[src/hw/rtl/owb_pkg.sv]
package owb_pkg;

	localparam int TIMER_BITS_DEF = 10;
	localparam int REG_W          = 10;
	localparam int NUM_REGS       = 7;
	localparam int CFG_IDX_W      = 3;

	typedef enum logic [CFG_IDX_W-1:0] {
		REG_RESET_LOW   = 3'd0,
		REG_PRES_WAIT   = 3'd1,
		REG_WR_SLOT     = 3'd2,
		REG_START_PULSE = 3'd3,
		REG_RD_SAMPLE   = 3'd4,
		REG_RD_RECOVERY = 3'd5,
		REG_BIT_RECOVERY = 3'd6
	} reg_idx_t;

	localparam logic [REG_W-1:0] RST_RESET_LOW    = 10'd600;
	localparam logic [REG_W-1:0] RST_PRES_WAIT    = 10'd80;
	localparam logic [REG_W-1:0] RST_WR_SLOT      = 10'd80;
	localparam logic [REG_W-1:0] RST_START_PULSE  = 10'd1;
	localparam logic [REG_W-1:0] RST_RD_SAMPLE    = 10'd10;
	localparam logic [REG_W-1:0] RST_RD_RECOVERY  = 10'd50;
	localparam logic [REG_W-1:0] RST_BIT_RECOVERY = 10'd1;

	typedef enum logic [1:0] {
		ACT_TICK  = 2'd0,
		ACT_RESET = 2'd1,
		ACT_WRITE = 2'd2,
		ACT_READ  = 2'd3
	} action_t;

	typedef enum logic [9:0] {
		PH_IDLE     = 10'b00_0000_0001,
		PH_RST_LOW  = 10'b00_0000_0010,
		PH_RST_WAIT = 10'b00_0000_0100,
		PH_RST_HOLD = 10'b00_0000_1000,
		PH_WR_START = 10'b00_0001_0000,
		PH_WR_SLOT  = 10'b00_0010_0000,
		PH_WR_REC   = 10'b00_0100_0000,
		PH_RD_START = 10'b00_1000_0000,
		PH_RD_WAIT  = 10'b01_0000_0000,
		PH_RD_REC   = 10'b10_0000_0000
	} phase_t;

	typedef struct packed {
		logic [REG_W-1:0] reset_low_time;
		logic [REG_W-1:0] presence_wait_time;
		logic [REG_W-1:0] write_slot_time;
		logic [REG_W-1:0] start_pulse_time;
		logic [REG_W-1:0] read_sample_time;
		logic [REG_W-1:0] read_recovery_time;
		logic [REG_W-1:0] bit_recovery_time;
	} cfg_t;

	typedef struct packed {
		logic [1:0] action;
		logic [7:0] write_byte;
		logic       bus_level;
	} cmd_t;

	typedef struct packed {
		logic       drive_low;
		logic       busy_res;
		logic       done_res;
		logic       presence;
		logic [7:0] read_byte;
		logic       rejected;
	} res_t;

endpackage

[src/hw/rtl/owb_if.sv]
interface owb_cmd_if;
	logic       valid;
	logic       ready;
	logic [1:0] action;
	logic [7:0] write_byte;
	logic       bus_level;

	modport source (output valid, output action, output write_byte, output bus_level,
		input ready);
	modport sink (input valid, input action, input write_byte, input bus_level,
		output ready);
endinterface

interface owb_res_if;
	logic       valid;
	logic       ready;
	logic       drive_low;
	logic       busy_res;
	logic       done_res;
	logic       presence;
	logic [7:0] read_byte;
	logic       rejected;

	modport source (output valid, output drive_low, output busy_res, output done_res,
		output presence, output read_byte, output rejected, input ready);
	modport sink (input valid, input drive_low, input busy_res, input done_res,
		input presence, input read_byte, input rejected, output ready);
endinterface

[src/hw/rtl/one_wire_bus_master_top.sv]
// 1-Wire bus master stepped by tick items: every transfer on cmd is one bus tick
// (normally one microsecond) carrying the command, the byte to write and the bus
// level sampled during that tick, and it yields exactly one transfer on res with
// the drive for that tick plus busy, done, presence, read byte and rejected flags.
// The block takes one tick per clock cycle while res does not stall. A tick's
// transfer loads the input register, and the result register loads from it once
// that register is free or being taken; the result then shows on res. The
// sequencer's combinational next-state logic sets that rate. Backpressure on res
// stalls cmd only when both registers are full. The user must write the timing
// registers through cfg_we/cfg_idx/cfg_data only while no operation is running;
// the block does not enforce this. Indexes past the last register are dropped.
module one_wire_bus_master_top #(
	parameter int TIMER_BITS = owb_pkg::TIMER_BITS_DEF
) (
	input  logic                           clk,
	input  logic                           arst_n,
	owb_cmd_if.sink                        cmd,
	owb_res_if.source                      res,
	input  logic                           cfg_we,
	input  logic [owb_pkg::CFG_IDX_W-1:0]  cfg_idx,
	input  logic [owb_pkg::REG_W-1:0]      cfg_data
);

	owb_pkg::cfg_t cfg_q;
	owb_pkg::cmd_t cmd_s1;
	logic          valid_s1;
	owb_pkg::res_t res_c, res_q;
	logic          res_valid_q;
	logic          advance;

	// Move the held tick into the result register when that slot is free or
	// being taken this cycle.
	assign advance   = valid_s1 && (!res_valid_q || res.ready);
	assign cmd.ready = !valid_s1 || advance;

	// Timing registers.
	always_ff @(posedge clk or negedge arst_n) begin
		if (!arst_n) begin
			cfg_q.reset_low_time     <= owb_pkg::RST_RESET_LOW;
			cfg_q.presence_wait_time <= owb_pkg::RST_PRES_WAIT;
			cfg_q.write_slot_time    <= owb_pkg::RST_WR_SLOT;
			cfg_q.start_pulse_time   <= owb_pkg::RST_START_PULSE;
			cfg_q.read_sample_time   <= owb_pkg::RST_RD_SAMPLE;
			cfg_q.read_recovery_time <= owb_pkg::RST_RD_RECOVERY;
			cfg_q.bit_recovery_time  <= owb_pkg::RST_BIT_RECOVERY;
		end else if (cfg_we) begin
			case (cfg_idx)
				owb_pkg::REG_RESET_LOW:    cfg_q.reset_low_time     <= cfg_data;
				owb_pkg::REG_PRES_WAIT:    cfg_q.presence_wait_time <= cfg_data;
				owb_pkg::REG_WR_SLOT:      cfg_q.write_slot_time    <= cfg_data;
				owb_pkg::REG_START_PULSE:  cfg_q.start_pulse_time   <= cfg_data;
				owb_pkg::REG_RD_SAMPLE:    cfg_q.read_sample_time   <= cfg_data;
				owb_pkg::REG_RD_RECOVERY:  cfg_q.read_recovery_time <= cfg_data;
				owb_pkg::REG_BIT_RECOVERY: cfg_q.bit_recovery_time  <= cfg_data;
				default: ; // drop writes past the last register
			endcase
		end
	end

	// Input register: capture each tick on its transfer.
	always_ff @(posedge clk or negedge arst_n) begin
		if (!arst_n) begin
			valid_s1 <= 1'b0;
		end else if (cmd.ready) begin
			valid_s1 <= cmd.valid;
		end
	end

	always_ff @(posedge clk) begin
		if (cmd.valid && cmd.ready) begin
			cmd_s1.action     <= cmd.action;
			cmd_s1.write_byte <= cmd.write_byte;
			cmd_s1.bus_level  <= cmd.bus_level;
		end
	end

	// Sequencer: advances its state exactly once per tick.
	owb_core #(
		.TIMER_BITS (TIMER_BITS)
	) u_core (
		.clk    (clk),
		.arst_n (arst_n),
		.en     (advance),
		.cmd    (cmd_s1),
		.cfg    (cfg_q),
		.res    (res_c)
	);

	// Result register: hold until taken, refill in the same cycle.
	always_ff @(posedge clk or negedge arst_n) begin
		if (!arst_n) begin
			res_valid_q <= 1'b0;
		end else if (advance) begin
			res_valid_q <= 1'b1;
		end else if (res.ready) begin
			res_valid_q <= 1'b0;
		end
	end

	always_ff @(posedge clk) begin
		if (advance) begin
			res_q <= res_c;
		end
	end

	assign res.valid     = res_valid_q;
	assign res.drive_low = res_q.drive_low;
	assign res.busy_res  = res_q.busy_res;
	assign res.done_res  = res_q.done_res;
	assign res.presence  = res_q.presence;
	assign res.read_byte = res_q.read_byte;
	assign res.rejected  = res_q.rejected;

endmodule

[src/hw/rtl/owb_core.sv]
module owb_core #(
	parameter int TIMER_BITS = owb_pkg::TIMER_BITS_DEF
) (
	input  logic           clk,
	input  logic           arst_n,
	input  logic           en,
	input  owb_pkg::cmd_t  cmd,
	input  owb_pkg::cfg_t  cfg,
	output owb_pkg::res_t  res
);

	localparam int LW = (TIMER_BITS > owb_pkg::REG_W) ? TIMER_BITS : owb_pkg::REG_W;
	localparam logic [TIMER_BITS-1:0] TMAX = {TIMER_BITS{1'b1}};
	localparam logic [LW-1:0] TMAX_W = LW'(TMAX);

	owb_pkg::phase_t        phase_q, ph_e, ph_n;
	logic [TIMER_BITS-1:0]  timer_q, tmr_e, tmr_n, tmr_inc;
	logic [2:0]             bidx_q, bidx_e, bidx_n;
	logic [7:0]             sb_q, sb_e, sb_n;
	logic                   pres_q, pres_e, pres_n;
	logic [1:0]             op_q, op_e;
	logic                   start, fin;
	logic [owb_pkg::REG_W-1:0] len_raw;
	logic [LW-1:0]          len_w, limit;
	logic [2:0]             bidx_inc;

	// Start a command from idle; the start item is already the first tick.
	always_comb begin
		start  = (phase_q == owb_pkg::PH_IDLE) && (cmd.action != owb_pkg::ACT_TICK);
		ph_e   = phase_q;
		tmr_e  = timer_q;
		bidx_e = bidx_q;
		sb_e   = sb_q;
		pres_e = pres_q;
		op_e   = op_q;
		if (start) begin
			op_e  = cmd.action;
			tmr_e = '0;
			case (cmd.action)
				owb_pkg::ACT_RESET: begin
					pres_e = 1'b0;
					ph_e   = owb_pkg::PH_RST_LOW;
				end
				owb_pkg::ACT_WRITE: begin
					sb_e   = cmd.write_byte;
					bidx_e = '0;
					ph_e   = cmd.write_byte[0] ? owb_pkg::PH_WR_START : owb_pkg::PH_WR_SLOT;
				end
				default: begin
					sb_e   = '0;
					bidx_e = '0;
					ph_e   = owb_pkg::PH_RD_START;
				end
			endcase
		end
	end

	// Phase length: zero counts as one tick, clamp at the timer maximum.
	always_comb begin
		case (ph_e)
			owb_pkg::PH_RST_LOW:  len_raw = cfg.reset_low_time;
			owb_pkg::PH_RST_WAIT: len_raw = cfg.presence_wait_time;
			owb_pkg::PH_WR_SLOT:  len_raw = cfg.write_slot_time;
			owb_pkg::PH_WR_START,
			owb_pkg::PH_RD_START: len_raw = cfg.start_pulse_time;
			owb_pkg::PH_RD_WAIT:  len_raw = cfg.read_sample_time;
			owb_pkg::PH_RD_REC:   len_raw = cfg.read_recovery_time;
			owb_pkg::PH_WR_REC:   len_raw = cfg.bit_recovery_time;
			default:              len_raw = owb_pkg::REG_W'(1);
		endcase
		len_w = (len_raw == '0) ? LW'(1) : LW'(len_raw);
		limit = (len_w > TMAX_W) ? TMAX_W : len_w;
	end

	always_comb begin
		tmr_inc  = (tmr_e != TMAX) ? tmr_e + 1'b1 : tmr_e;
		bidx_inc = bidx_e + 3'd1;
		ph_n     = ph_e;
		tmr_n    = tmr_e;
		bidx_n   = bidx_e;
		sb_n     = sb_e;
		pres_n   = pres_e;
		fin      = 1'b0;
		res      = '0;

		if (ph_e != owb_pkg::PH_IDLE) begin
			case (ph_e)
				owb_pkg::PH_RST_LOW, owb_pkg::PH_WR_START, owb_pkg::PH_RD_START:
					res.drive_low = 1'b1;
				owb_pkg::PH_WR_SLOT:
					res.drive_low = ~sb_e[bidx_e];
				default:
					res.drive_low = 1'b0;
			endcase

			if (ph_e == owb_pkg::PH_RST_HOLD) begin
				fin = cmd.bus_level;
			end else begin
				tmr_n = tmr_inc;
				if (LW'(tmr_inc) >= limit) begin
					tmr_n = '0;
					case (ph_e)
						owb_pkg::PH_RST_LOW:  ph_n = owb_pkg::PH_RST_WAIT;
						owb_pkg::PH_RST_WAIT: begin
							pres_n = ~cmd.bus_level;
							ph_n   = owb_pkg::PH_RST_HOLD;
						end
						owb_pkg::PH_WR_START: ph_n = owb_pkg::PH_WR_SLOT;
						owb_pkg::PH_WR_SLOT:  ph_n = owb_pkg::PH_WR_REC;
						owb_pkg::PH_WR_REC: begin
							if (bidx_e == 3'd7) begin
								fin = 1'b1;
							end else begin
								bidx_n = bidx_inc;
								ph_n   = sb_e[bidx_inc] ? owb_pkg::PH_WR_START
									: owb_pkg::PH_WR_SLOT;
							end
						end
						owb_pkg::PH_RD_START: ph_n = owb_pkg::PH_RD_WAIT;
						owb_pkg::PH_RD_WAIT: begin
							if (cmd.bus_level) sb_n[bidx_e] = 1'b1;
							ph_n = owb_pkg::PH_RD_REC;
						end
						owb_pkg::PH_RD_REC: begin
							if (bidx_e == 3'd7) begin
								fin = 1'b1;
							end else begin
								bidx_n = bidx_inc;
								ph_n   = owb_pkg::PH_RD_START;
							end
						end
						default: fin = 1'b1;
					endcase
				end
			end

			if (fin) begin
				res.done_res  = 1'b1;
				res.presence  = (op_e == owb_pkg::ACT_RESET) ? pres_n : 1'b0;
				res.read_byte = (op_e == owb_pkg::ACT_READ) ? sb_n : 8'd0;
				ph_n          = owb_pkg::PH_IDLE;
				tmr_n         = '0;
			end
		end

		res.busy_res = (ph_n != owb_pkg::PH_IDLE);
		res.rejected = (phase_q != owb_pkg::PH_IDLE) && (cmd.action != owb_pkg::ACT_TICK);
	end

	always_ff @(posedge clk or negedge arst_n) begin
		if (!arst_n) begin
			phase_q <= owb_pkg::PH_IDLE;
			timer_q <= '0;
			bidx_q  <= '0;
			sb_q    <= '0;
			pres_q  <= 1'b0;
			op_q    <= '0;
		end else if (en) begin
			phase_q <= ph_n;
			timer_q <= tmr_n;
			bidx_q  <= bidx_n;
			sb_q    <= sb_n;
			pres_q  <= pres_n;
			op_q    <= op_e;
		end
	end

	// A started command never finishes on its own start tick.
	a_start_stays_busy: assert property (@(posedge clk) disable iff (!arst_n)
		(en && start) |=> (phase_q != owb_pkg::PH_IDLE))
		else $error("command finished on its start tick");

	a_done_goes_idle: assert property (@(posedge clk) disable iff (!arst_n)
		(en && res.done_res) |=> (phase_q == owb_pkg::PH_IDLE))
		else $error("phase not idle after done");

	a_reject_only_busy: assert property (@(posedge clk) disable iff (!arst_n)
		(en && res.rejected) |=> ($past(phase_q) != owb_pkg::PH_IDLE))
		else $error("command rejected while idle");

	a_hold_when_stalled: assert property (@(posedge clk) disable iff (!arst_n)
		!en |=> ($stable(phase_q) && $stable(timer_q) && $stable(bidx_q)))
		else $error("state moved without a tick");

endmodule
[src/flat_wrapper.sv]
// flat-port wrapper written by rule: the top's interface ports become plain ports
module one_wire_bus_master_top_flat 
#(
	parameter int TIMER_BITS = owb_pkg::TIMER_BITS_DEF
)
  (clk, arst_n, cfg_we, cfg_idx, cfg_data, cmd_valid, cmd_action, cmd_write_byte, cmd_bus_level, cmd_ready, res_valid, res_drive_low, res_busy_res, res_done_res, res_presence, res_read_byte, res_rejected, res_ready);
  owb_cmd_if cmd_i ();
  owb_res_if res_i ();
  input  logic clk;
  input  logic arst_n;
  input  logic cfg_we;
  input  logic [owb_pkg::CFG_IDX_W-1:0] cfg_idx;
  input  logic [owb_pkg::REG_W-1:0] cfg_data;
  input wire logic [$bits(cmd_i.valid)-1:0] cmd_valid;
  input wire logic [$bits(cmd_i.action)-1:0] cmd_action;
  input wire logic [$bits(cmd_i.write_byte)-1:0] cmd_write_byte;
  input wire logic [$bits(cmd_i.bus_level)-1:0] cmd_bus_level;
  output wire logic [$bits(cmd_i.ready)-1:0] cmd_ready;
  output wire logic [$bits(res_i.valid)-1:0] res_valid;
  output wire logic [$bits(res_i.drive_low)-1:0] res_drive_low;
  output wire logic [$bits(res_i.busy_res)-1:0] res_busy_res;
  output wire logic [$bits(res_i.done_res)-1:0] res_done_res;
  output wire logic [$bits(res_i.presence)-1:0] res_presence;
  output wire logic [$bits(res_i.read_byte)-1:0] res_read_byte;
  output wire logic [$bits(res_i.rejected)-1:0] res_rejected;
  input wire logic [$bits(res_i.ready)-1:0] res_ready;
  assign cmd_i.valid = cmd_valid;
  assign cmd_i.action = cmd_action;
  assign cmd_i.write_byte = cmd_write_byte;
  assign cmd_i.bus_level = cmd_bus_level;
  assign cmd_ready = cmd_i.ready;
  assign res_valid = res_i.valid;
  assign res_drive_low = res_i.drive_low;
  assign res_busy_res = res_i.busy_res;
  assign res_done_res = res_i.done_res;
  assign res_presence = res_i.presence;
  assign res_read_byte = res_i.read_byte;
  assign res_rejected = res_i.rejected;
  assign res_i.ready = res_ready;
  one_wire_bus_master_top #(.TIMER_BITS(TIMER_BITS)) u_core (.clk(clk), .arst_n(arst_n), .cmd(cmd_i), .res(res_i), .cfg_we(cfg_we), .cfg_idx(cfg_idx), .cfg_data(cfg_data));
endmodule
[config.mk]
export PLATFORM = sky130hd
export DESIGN_NAME = one_wire_bus_master_top_flat
export DESIGN_NICKNAME = d
export VERILOG_FILES = /design/src/hw/rtl/owb_pkg.sv /design/src/hw/rtl/owb_if.sv /design/src/hw/rtl/one_wire_bus_master_top.sv /design/src/hw/rtl/owb_core.sv /design/src/flat_wrapper.sv
export SDC_FILE = /design/constraint.sdc
export NUM_CORES = 1
export LEC_CHECK = 0
export BUFFER_PORTS_ARGS = -buffer_cell sky130_fd_sc_hd__buf_2
export CORE_AREA = 2 2 171 173
export CTS_CLUSTER_SIZE = 8
export DETAILED_ROUTE_END_ITERATION = 16
export DIE_AREA = 0 0 173 175
export PLACE_DENSITY = 0.45
export SYNTH_ARGS = -nofsm -noshare
export SYNTH_HDL_FRONTEND = slang
export SYNTH_SLANG_ARGS = --single-unit
[constraint.sdc]
create_clock -name clk -period 9.4 [get_ports clk]
set_input_delay 1.88 -clock clk [delete_from_list [all_inputs] [get_ports clk]]
set_output_delay 1.88 -clock clk [all_outputs]
set_load 0.03 [all_outputs]
==> run_results.csv, run 1 <==
group,metric,value,unit
global_route,antenna_found_initial,0,
worst_setup_path,crit_arrival,6.00,ns
power,p_leak,3.36,nW
global_route,grt_max_degree,67,
final_layout,drive_gt1_frac,0.279,
timing,tns,0,ns
worst_setup_path,cpPeakStageDelay,0.73,ns
worst_setup_path,crit_fanout,20,
power,fin_total_pwr,0.00276,W
worst_setup_path,critPathKind,"reg2reg",
worst_setup_path,path_buf_inv,4,
synth,synth_ff_type,"dfrtp_1",
worst_hold_path,min_path_cells,1,
clocking,insertion_delay,0.43,ns
worst_setup_path,cp.depth,25,
timing,holdWs,0.506,ns
synth,syn_inst,650,
timing,final-hold-violation-count,0,
timing,clock.fmax,172,MHz
clocking,cts_buffer_depth,2,
final_layout,nets,736,
clocking,cts_setup_buffers,0,
worst_setup_path,cp-end-kind,"register",
timing,rsz0062_at_grt,"false",
route,wl_per_cell,17.5,µm
synth,synth_edf_count,24,
final_layout,fin_util,0.290,
global_route,grt_overflow,0,
synth,synth-seq-area-share,0.485,
synth,synth.net_count,697,
worst_hold_path,hold_path_class,"reg2reg",
synth,yosysTopAreaCellShare,0.322,
synth,yosysUniqueCellTypes,72,
timing,fin_crit_sh,0.620,
route,antenna_left,0,
worst_setup_path,r2r_cells,25,
clocking,cts_max_level,4,
placed_design,io_buffers,43,
synth,avgSynthCellArea,10.8,µm²
timing,slew_viol_final,0,
clocking,cts_tree,"done",
route,via_count,5305,
die,die_area,30300,µm²
global_route,grt_pass1_wl,30700,µm
final_layout,diodes,0,
die,initial_utilization,0.246,
worst_setup_path,slowest_stage,"nor4b_1",
route,routed_wl,19000,µm
power,peakVddDrop,0.000134,V
synth,synth_top_area_cell,"dfrtp_1",
die,core.rowCount,62,
placed_design,routabilityCongestion,0.813,
clocking,post_cts_resized,0,
synth,synthesis.area,6990,µm²
global_route,grt_usage,0.129,
route,drt-pass1-iter-count,5,
route,viasPerCell,4.88,
die,num_io_pins,44,
global_route,grt_pass1_vias,5439,
clocking,postCtsHoldBufs,0,
die,die_h,175,µm
clocking,clock-root-buffer,"clkbuf_16",
timing,timing.final.crit_period,5.83,ns
placed_design,dpl.hpwl,13900,µm
die,coreArea,28400,µm²
clocking,clk_pin_slew,0.07,ns
worst_setup_path,cp-start-kind,"register",
final_layout,fillers,3013,
synth,ys_warn_count,0,
power,powerDensity,335,nW/µm²
worst_setup_path,path_delay_family,"simple AND/OR/NAND/NOR gates",
job,cap_violations,0,
timing,clock_skew,0.0151,ns
synth,synth-async-reset-ratio,0.815,
synth,synth_seq_cells,130,
route,route.detailed.drc,0,
timing,relSlewSlack,0.340,
clocking,clock-sinks,130,
clocking,cts_buffers,17,
timing,setup_viol_count_final,0,
final_layout,register_area,3390,µm²
final_layout,multi_input_comb_area,3390,µm²
die,die_x,173,µm
final_layout,area_growth,17.9,%
outcome,status,"finished, final reports clean",
synth,ys_top_cells_by_area,"dfrtp_1 (32%), mux2_2 (12%), edfxtp_1 (10%)",
timing,worst_slew_pin_slew,0.986,ns
route,drtIter0Drc,467,
worst_setup_path,worstPathRequired,9.57,ns
flip-flops by register name, summed over array words and instances, names as in the netlist:
| signal | count |
|---|---|
| u_core.res.presence | 1 |
| u_core.res.rejected | 1 |
| u_core.u_core.pres_q | 1 |
| u_core.cmd_s1 | 11 |
| u_core.u_core.sb_q | 8 |
| u_core.u_core.bidx_q | 3 |
| u_core.u_core.op_q | 2 |
| u_core.res.drive_low | 1 |
| u_core.res.read_byte | 8 |
| u_core.res.done_res | 1 |
| u_core.cfg_q | 70 |
| u_core.res.valid | 1 |
| u_core.u_core.timer_q | 10 |
| u_core.valid_s1 | 1 |
| u_core.res.busy_res | 1 |
| u_core.u_core.phase_q | 10 |
kinds of logic (layout without fill, tap and decap cells):
group	Yosys count	in the layout	synth area share
xor gates and xnor gates	8	8	0.0100
AOI/OAI and AO/OA	148	148	0.152
and+or+nand+nor	215	215	0.162
adders and majority gates	18	18	0.0322
muxes	78	78	0.126
buffers and inverters	53	105	0.0322
DFF	130	130	0.485
worst paths after layout:
kind,startpoint,endpoint,slack (ns)
worst max-delay path,u_core.cmd_s1[10],u_core.res.read_byte[5],3.57
worst min-delay path,u_core.cfg_q[35],u_core.cfg_q[35],0.51
worst max register to register,u_core.cmd_s1[10],u_core.res.read_byte[5],3.57
worst min register to register,u_core.cfg_q[35],u_core.cfg_q[35],0.51
max in group asynchronous,arst_n,u_core.u_core.bidx_q[0],6.69
min in group asynchronous,arst_n,u_core.cfg_q[3],1.43
final cells by class:
class,count,area share
clock buffers,18,0.0547
clock inverters,14,0.0196
inverters,21,0.00956
multi-input cells,467,0.412
flip-flops and latches,130,0.412
well taps,384,0.0583
repair buffers,52,0.0346
placed cells by master, fill, tap and decap left out, types with 4 or more instances in the layout:
master,Yosys,final
o22ai_1,4,4
o21ai_1,10,10
dfstp_2,16,16
o41ai_1,10,10
nand3_1,12,12
a221oi_1,9,9
xor2_1,4,4
inv_1,20,20
ha_1,18,18
a22o_1,14,14
and2_1,9,9
nor4_1,5,5
inv_8,0,6
mux2_2,72,72
nand2b_1,7,7
mux2i_1,5,5
xnor2_1,4,4
nor2_1,40,40
o21ai_0,23,23
and4_1,4,4
nor3_1,14,14
a222oi_1,11,11
nand2_1,77,77
buf_4,1,10
a31oi_1,7,7
edfxtp_1,24,24
and3_1,4,4
o211ai_1,9,9
dfrtp_1,90,90
a21oi_1,24,24
clkbuf_16,0,18
buf_2,6,42
clkinvlp_4,0,4
nand4_1,7,7
report_power, final:
part	internal [W]	switching, W	total [W]
clock network	0.000394	0.000292	0.000686
logic	0.000426	0.000826	0.00125
registers	0.000724	0.0000982	0.000822
total	0.00154	0.00122	0.00276
layer usage:
metal	up-vias	global-route usage	wire (µm)
met2	114	0.210	9000
li1	2525	-	-
met4	0	0.0438	297
met1	2647	0.171	8940
met3	19	0.0250	739
met5	-	0	0
stage by stage:
step | setup WS [ns] | instances | area, µm²
after floorplan | 4.17 | 650 | 6990
after global placement | 3.56 | 1054 | 7630
after detailed placement | 3.58 | 1054 | 7630
after CTS | 3.55 | 1086 | 8240
after global routing | 2.95 | 1086 | 8240
final | 3.57 | 1086 | 8240
cell usage after synthesis (4+ instances only):
cell type,number
inv_1,20
edfxtp_1,24
dfstp_2,16
dfrtp_1,90
nand2_1,77
and4_1,4
mux2_2,72
nand3_1,12
nor2_1,40
o211ai_1,9
nor4_1,5
o22ai_1,4
a21oi_1,24
ha_1,18
buf_2,6
xnor2_1,4
o21ai_0,23
nand4_1,7
o21ai_1,10
mux2i_1,5
a31oi_1,7
a22o_1,14
o41ai_1,10
and2_1,9
nand2b_1,7
a222oi_1,11
nor3_1,14
clkbuf_1,21
xor2_1,4
and3_1,4
a221oi_1,9
worst register-to-register path, stage by stage, from the launching register on:
cell	delay [ns]
edfxtp_1	0.44
inv_1	0.14
ha_1	0.27
nor4b_2	0.12
nand3_1	0.11
buf_4	0.25
nand2_1	0.17
inv_1	0.10
ha_1	0.23
nand2_1	0.13
nor4b_1	0.73
nor2_1	0.26
nand2_1	0.17
xor2_1	0.20
nor2_1	0.07
ha_1	0.32
a211o_1	0.27
a21oi_1	0.17
o211ai_1	0.15
and2_1	0.24
mux2i_1	0.44
nor2_1	0.13
nand2_1	0.17
inv_1	0.11
nand2_4	0.11
nor2_1	0.07
Power figures use the tool's default switching activity.
==> inputs of run 2 (changes only) <==
Settings changed: ABC_AREA set to 1, CORE_AREA 2 2 171 173 to 2 2 177 179, DIE_AREA 0 0 173 175 to 0 0 179 181.
Clock period 9.4 ns to 5.7 ns, I/O delays scaled along.
==> run_results.csv, run 2 <==
group,metric,value,unit
worst_setup_path,worstPathRequired,5.99,ns
die,coreArea,30300,µm²
power,fin_total_pwr,0.00509,W
clocking,postCtsHoldBufs,0,
synth,synth-async-reset-ratio,0.815,
global_route,grt_usage,0.140,
timing,slew_viol_final,0,
worst_setup_path,reg2reg_to,"u_core.u_core.phase_q[4]",
final_layout,diodes,0,
route,viasPerCell,4.54,
clocking,clock-root-buffer,"clkbuf_16",
global_route,grt_pass1_wl,35000,µm
clocking,clock-sinks,130,
route,route.detailed.drc,0,
clocking,cts_buffers,17,
worst_hold_path,whs_endpoint,"u_core.u_core.timer_q[0]",
synth,avgSynthCellArea,7.67,µm²
clocking,cts_max_level,4,
clocking,insertion_delay,0.43,ns
synth,synthesis.area,7500,µm²
final_layout,area_growth,15.7,%
synth,synth.net_count,1025,
global_route,antenna_found_initial,0,
final_layout,drive_gt1_frac,0.146,
synth,ys_top_cells_by_area,"dfrtp_1 (30%), nand2_1 (15%), edfxtp_1 (9.6%)",
synth,yosysUniqueCellTypes,45,
final_layout,largest_reg_flops,70,
worst_setup_path,crit_fanout,14,
final_layout,fin_util,0.286,
synth,synth-seq-area-share,0.452,
timing,relSlewSlack,0.283,
clocking,cts_buffer_depth,2,
worst_setup_path,regToRegStartpoint,"u_core.cmd_s1[9]",
placed_design,io_buffers,43,
worst_hold_path,min_path_cells,2,
timing,worst_slew_pin_slew,1.08,ns
synth,synth_seq_cells,130,
timing,clock.fmax,200,MHz
synth,synth_ff_type,"dfrtp_1",
clocking,post_cts_resized,0,
final_layout,reg_top3,"u_core.cfg_q: 70 flops, u_core.cmd_s1: 11 flops",
synth,synth_common_cells,"nand2_1 (298), o21ai_0 (105), inv_1 (95)",
route,antenna_left,0,
clocking,clk_pin_slew,0.06,ns
timing,clock_skew,0.00850,ns
route,drt-pass1-iter-count,5,
timing,final-hold-violation-count,0,
synth,ys_warn_count,0,
die,die_x,179,µm
route,drtIter0Drc,499,
outcome,status,"finished, final reports clean",
die,num_io_pins,44,
clocking,cts_setup_buffers,0,
synth,syn_inst,978,
route,wl_per_cell,15.2,µm
die,die_h,181,µm
worst_setup_path,critPathKind,"reg2reg",
global_route,grt_overflow,0,
worst_hold_path,hp-start,"u_core.u_core.timer_q[0]",
die,core.rowCount,64,
worst_setup_path,crit_arrival,5.28,ns
timing,fin_crit_sh,0.876,
synth,synth_top_area_cell,"dfrtp_1",
die,die_area,32400,µm²
timing,setup_viol_count_final,0,
synth,synth_most_common_cell,"nand2_1",
final_layout,final_cell_mix,"nand2_1 (298), o21ai_0 (105), inv_1 (95), dfrtp_1 (90), nor2_1 (75)",
timing,tns,0,ns
synth,synth_edf_count,24,
route,routed_wl,21600,µm
synth,yosysTopAreaCellShare,0.300,
worst_setup_path,r2r_cells,27,
worst_hold_path,hold_path_class,"reg2reg",
die,initial_utilization,0.247,
power,p_leak,4.24,nW
timing,rsz0062_at_grt,"false",
worst_setup_path,cp-start-kind,"register",
worst_setup_path,cp-end-kind,"register",
route,via_count,6450,
job,cap_violations,0,
worst_setup_path,rrSetupSlack,0.71,ns
placed_design,dpl.hpwl,15400,µm
global_route,grt_max_degree,77,
timing,timing.final.crit_period,4.99,ns
global_route,grt_pass1_vias,6305,
final_layout,top_register,"u_core.cfg_q",
final_layout,nets,1060,
placed_design,routabilityCongestion,0.840,
power,powerDensity,587,nW/µm²
final_layout,final_common_cell,"nand2_1",
clocking,cts_tree,"done",
final_layout,fillers,3317,
power,peakVddDrop,0.000292,V
run 2: cell count changes after synthesis, sizes merged, moves of 19 or more:
cell / change
o21ai: +85
nand3: +64
nand2: +230
nor2: +54
nand4: +19
mux2: -72
inv: +80
run 2: power breakdown:
part	leakage [nW]	internal, W	switching (W)
clock	0.280	0.000654	0.000430
sequential	1.56	0.00120	0.000131
combinational	2.39	0.000768	0.00191
run 2: final cells by class:
| cell class | count | area (µm²) | share of cell area |
|---|---|---|---|
| multi-input combinational | 711 | 3550 | 0.409 |
| inverter | 102 | 385 | 0.0444 |
| timing repair buffer | 51 | 278 | 0.0320 |
| clock inverter | 13 | 133 | 0.0153 |
| tap | 396 | 495 | 0.0571 |
| clock buffer | 19 | 443 | 0.0510 |
| sequential | 130 | 3390 | 0.391 |
run 2: worst max-delay path: stages, from the launching register on:
cell	delay, ns
edfxtp_1	0.40
inv_1	0.08
ha_1	0.20
inv_1	0.23
nand3_4	0.25
nand2_2	0.22
nand3_4	0.13
nor2_8	0.24
nand3_1	0.17
nand2_1	0.37
nor2_1	0.19
nand3b_2	0.14
nand3_1	0.08
nor2_1	0.09
nand3_1	0.07
nand2_1	0.07
ha_1	0.14
nor2_1	0.04
o211ai_1	0.15
nand3_1	0.09
a31oi_1	0.39
inv_1	0.20
nand2_1	0.20
inv_1	0.18
nand2_1	0.24
o21ai_1	0.09
nand3_1	0.08
o21ai_0	0.10
run 2: through the flow:
stage | hold WS [ns] | instances | setup WS, ns | area (µm²)
detailed placement | 0.466 | 1390 | 0.631 | 8100
finish | 0.479 | 1422 | 0.707 | 8680
global route | 0.503 | 1422 | 0.0636 | 8680
CTS | 0.482 | 1422 | 0.625 | 8680
floorplan | 0.446 | 978 | 1.54 | 7500
global placement | 0.465 | 1390 | 0.689 | 8100
run 2: kinds of logic after synthesis:
family,Yosys count,share of synthesized area
buf+inv,137,0.0744
flops,130,0.452
fa+ha+maj,18,0.0300
xor+xnor,8,0.00934
simple gates,520,0.315
compound gates,165,0.119
run 2: how the worst max path moves through the flow:
stage	start	to	slack (ns)
global route	u_core.cmd_s1[9]	u_core.u_core.phase_q[8]	0.06
detailed placement	u_core.cmd_s1[9]	u_core.u_core.phase_q[4]	0.63
global placement	u_core.cmd_s1[9]	u_core.u_core.phase_q[8]	0.69
floorplan	u_core.cmd_s1[9]	u_core.res.read_byte[1]	1.54
CTS	u_core.cmd_s1[9]	u_core.u_core.phase_q[8]	0.63
finish	u_core.cmd_s1[9]	u_core.u_core.phase_q[4]	0.71
run 2: metal layers:
metal  global-route usage  vias to the layer above  share of wire
met1                0.195                     3048           0.50
met3               0.0311                       29          0.038
met2                0.212                      102           0.44
met4               0.0459                        0          0.022
li1                     -                     3271              -
met5                    0                        -              0
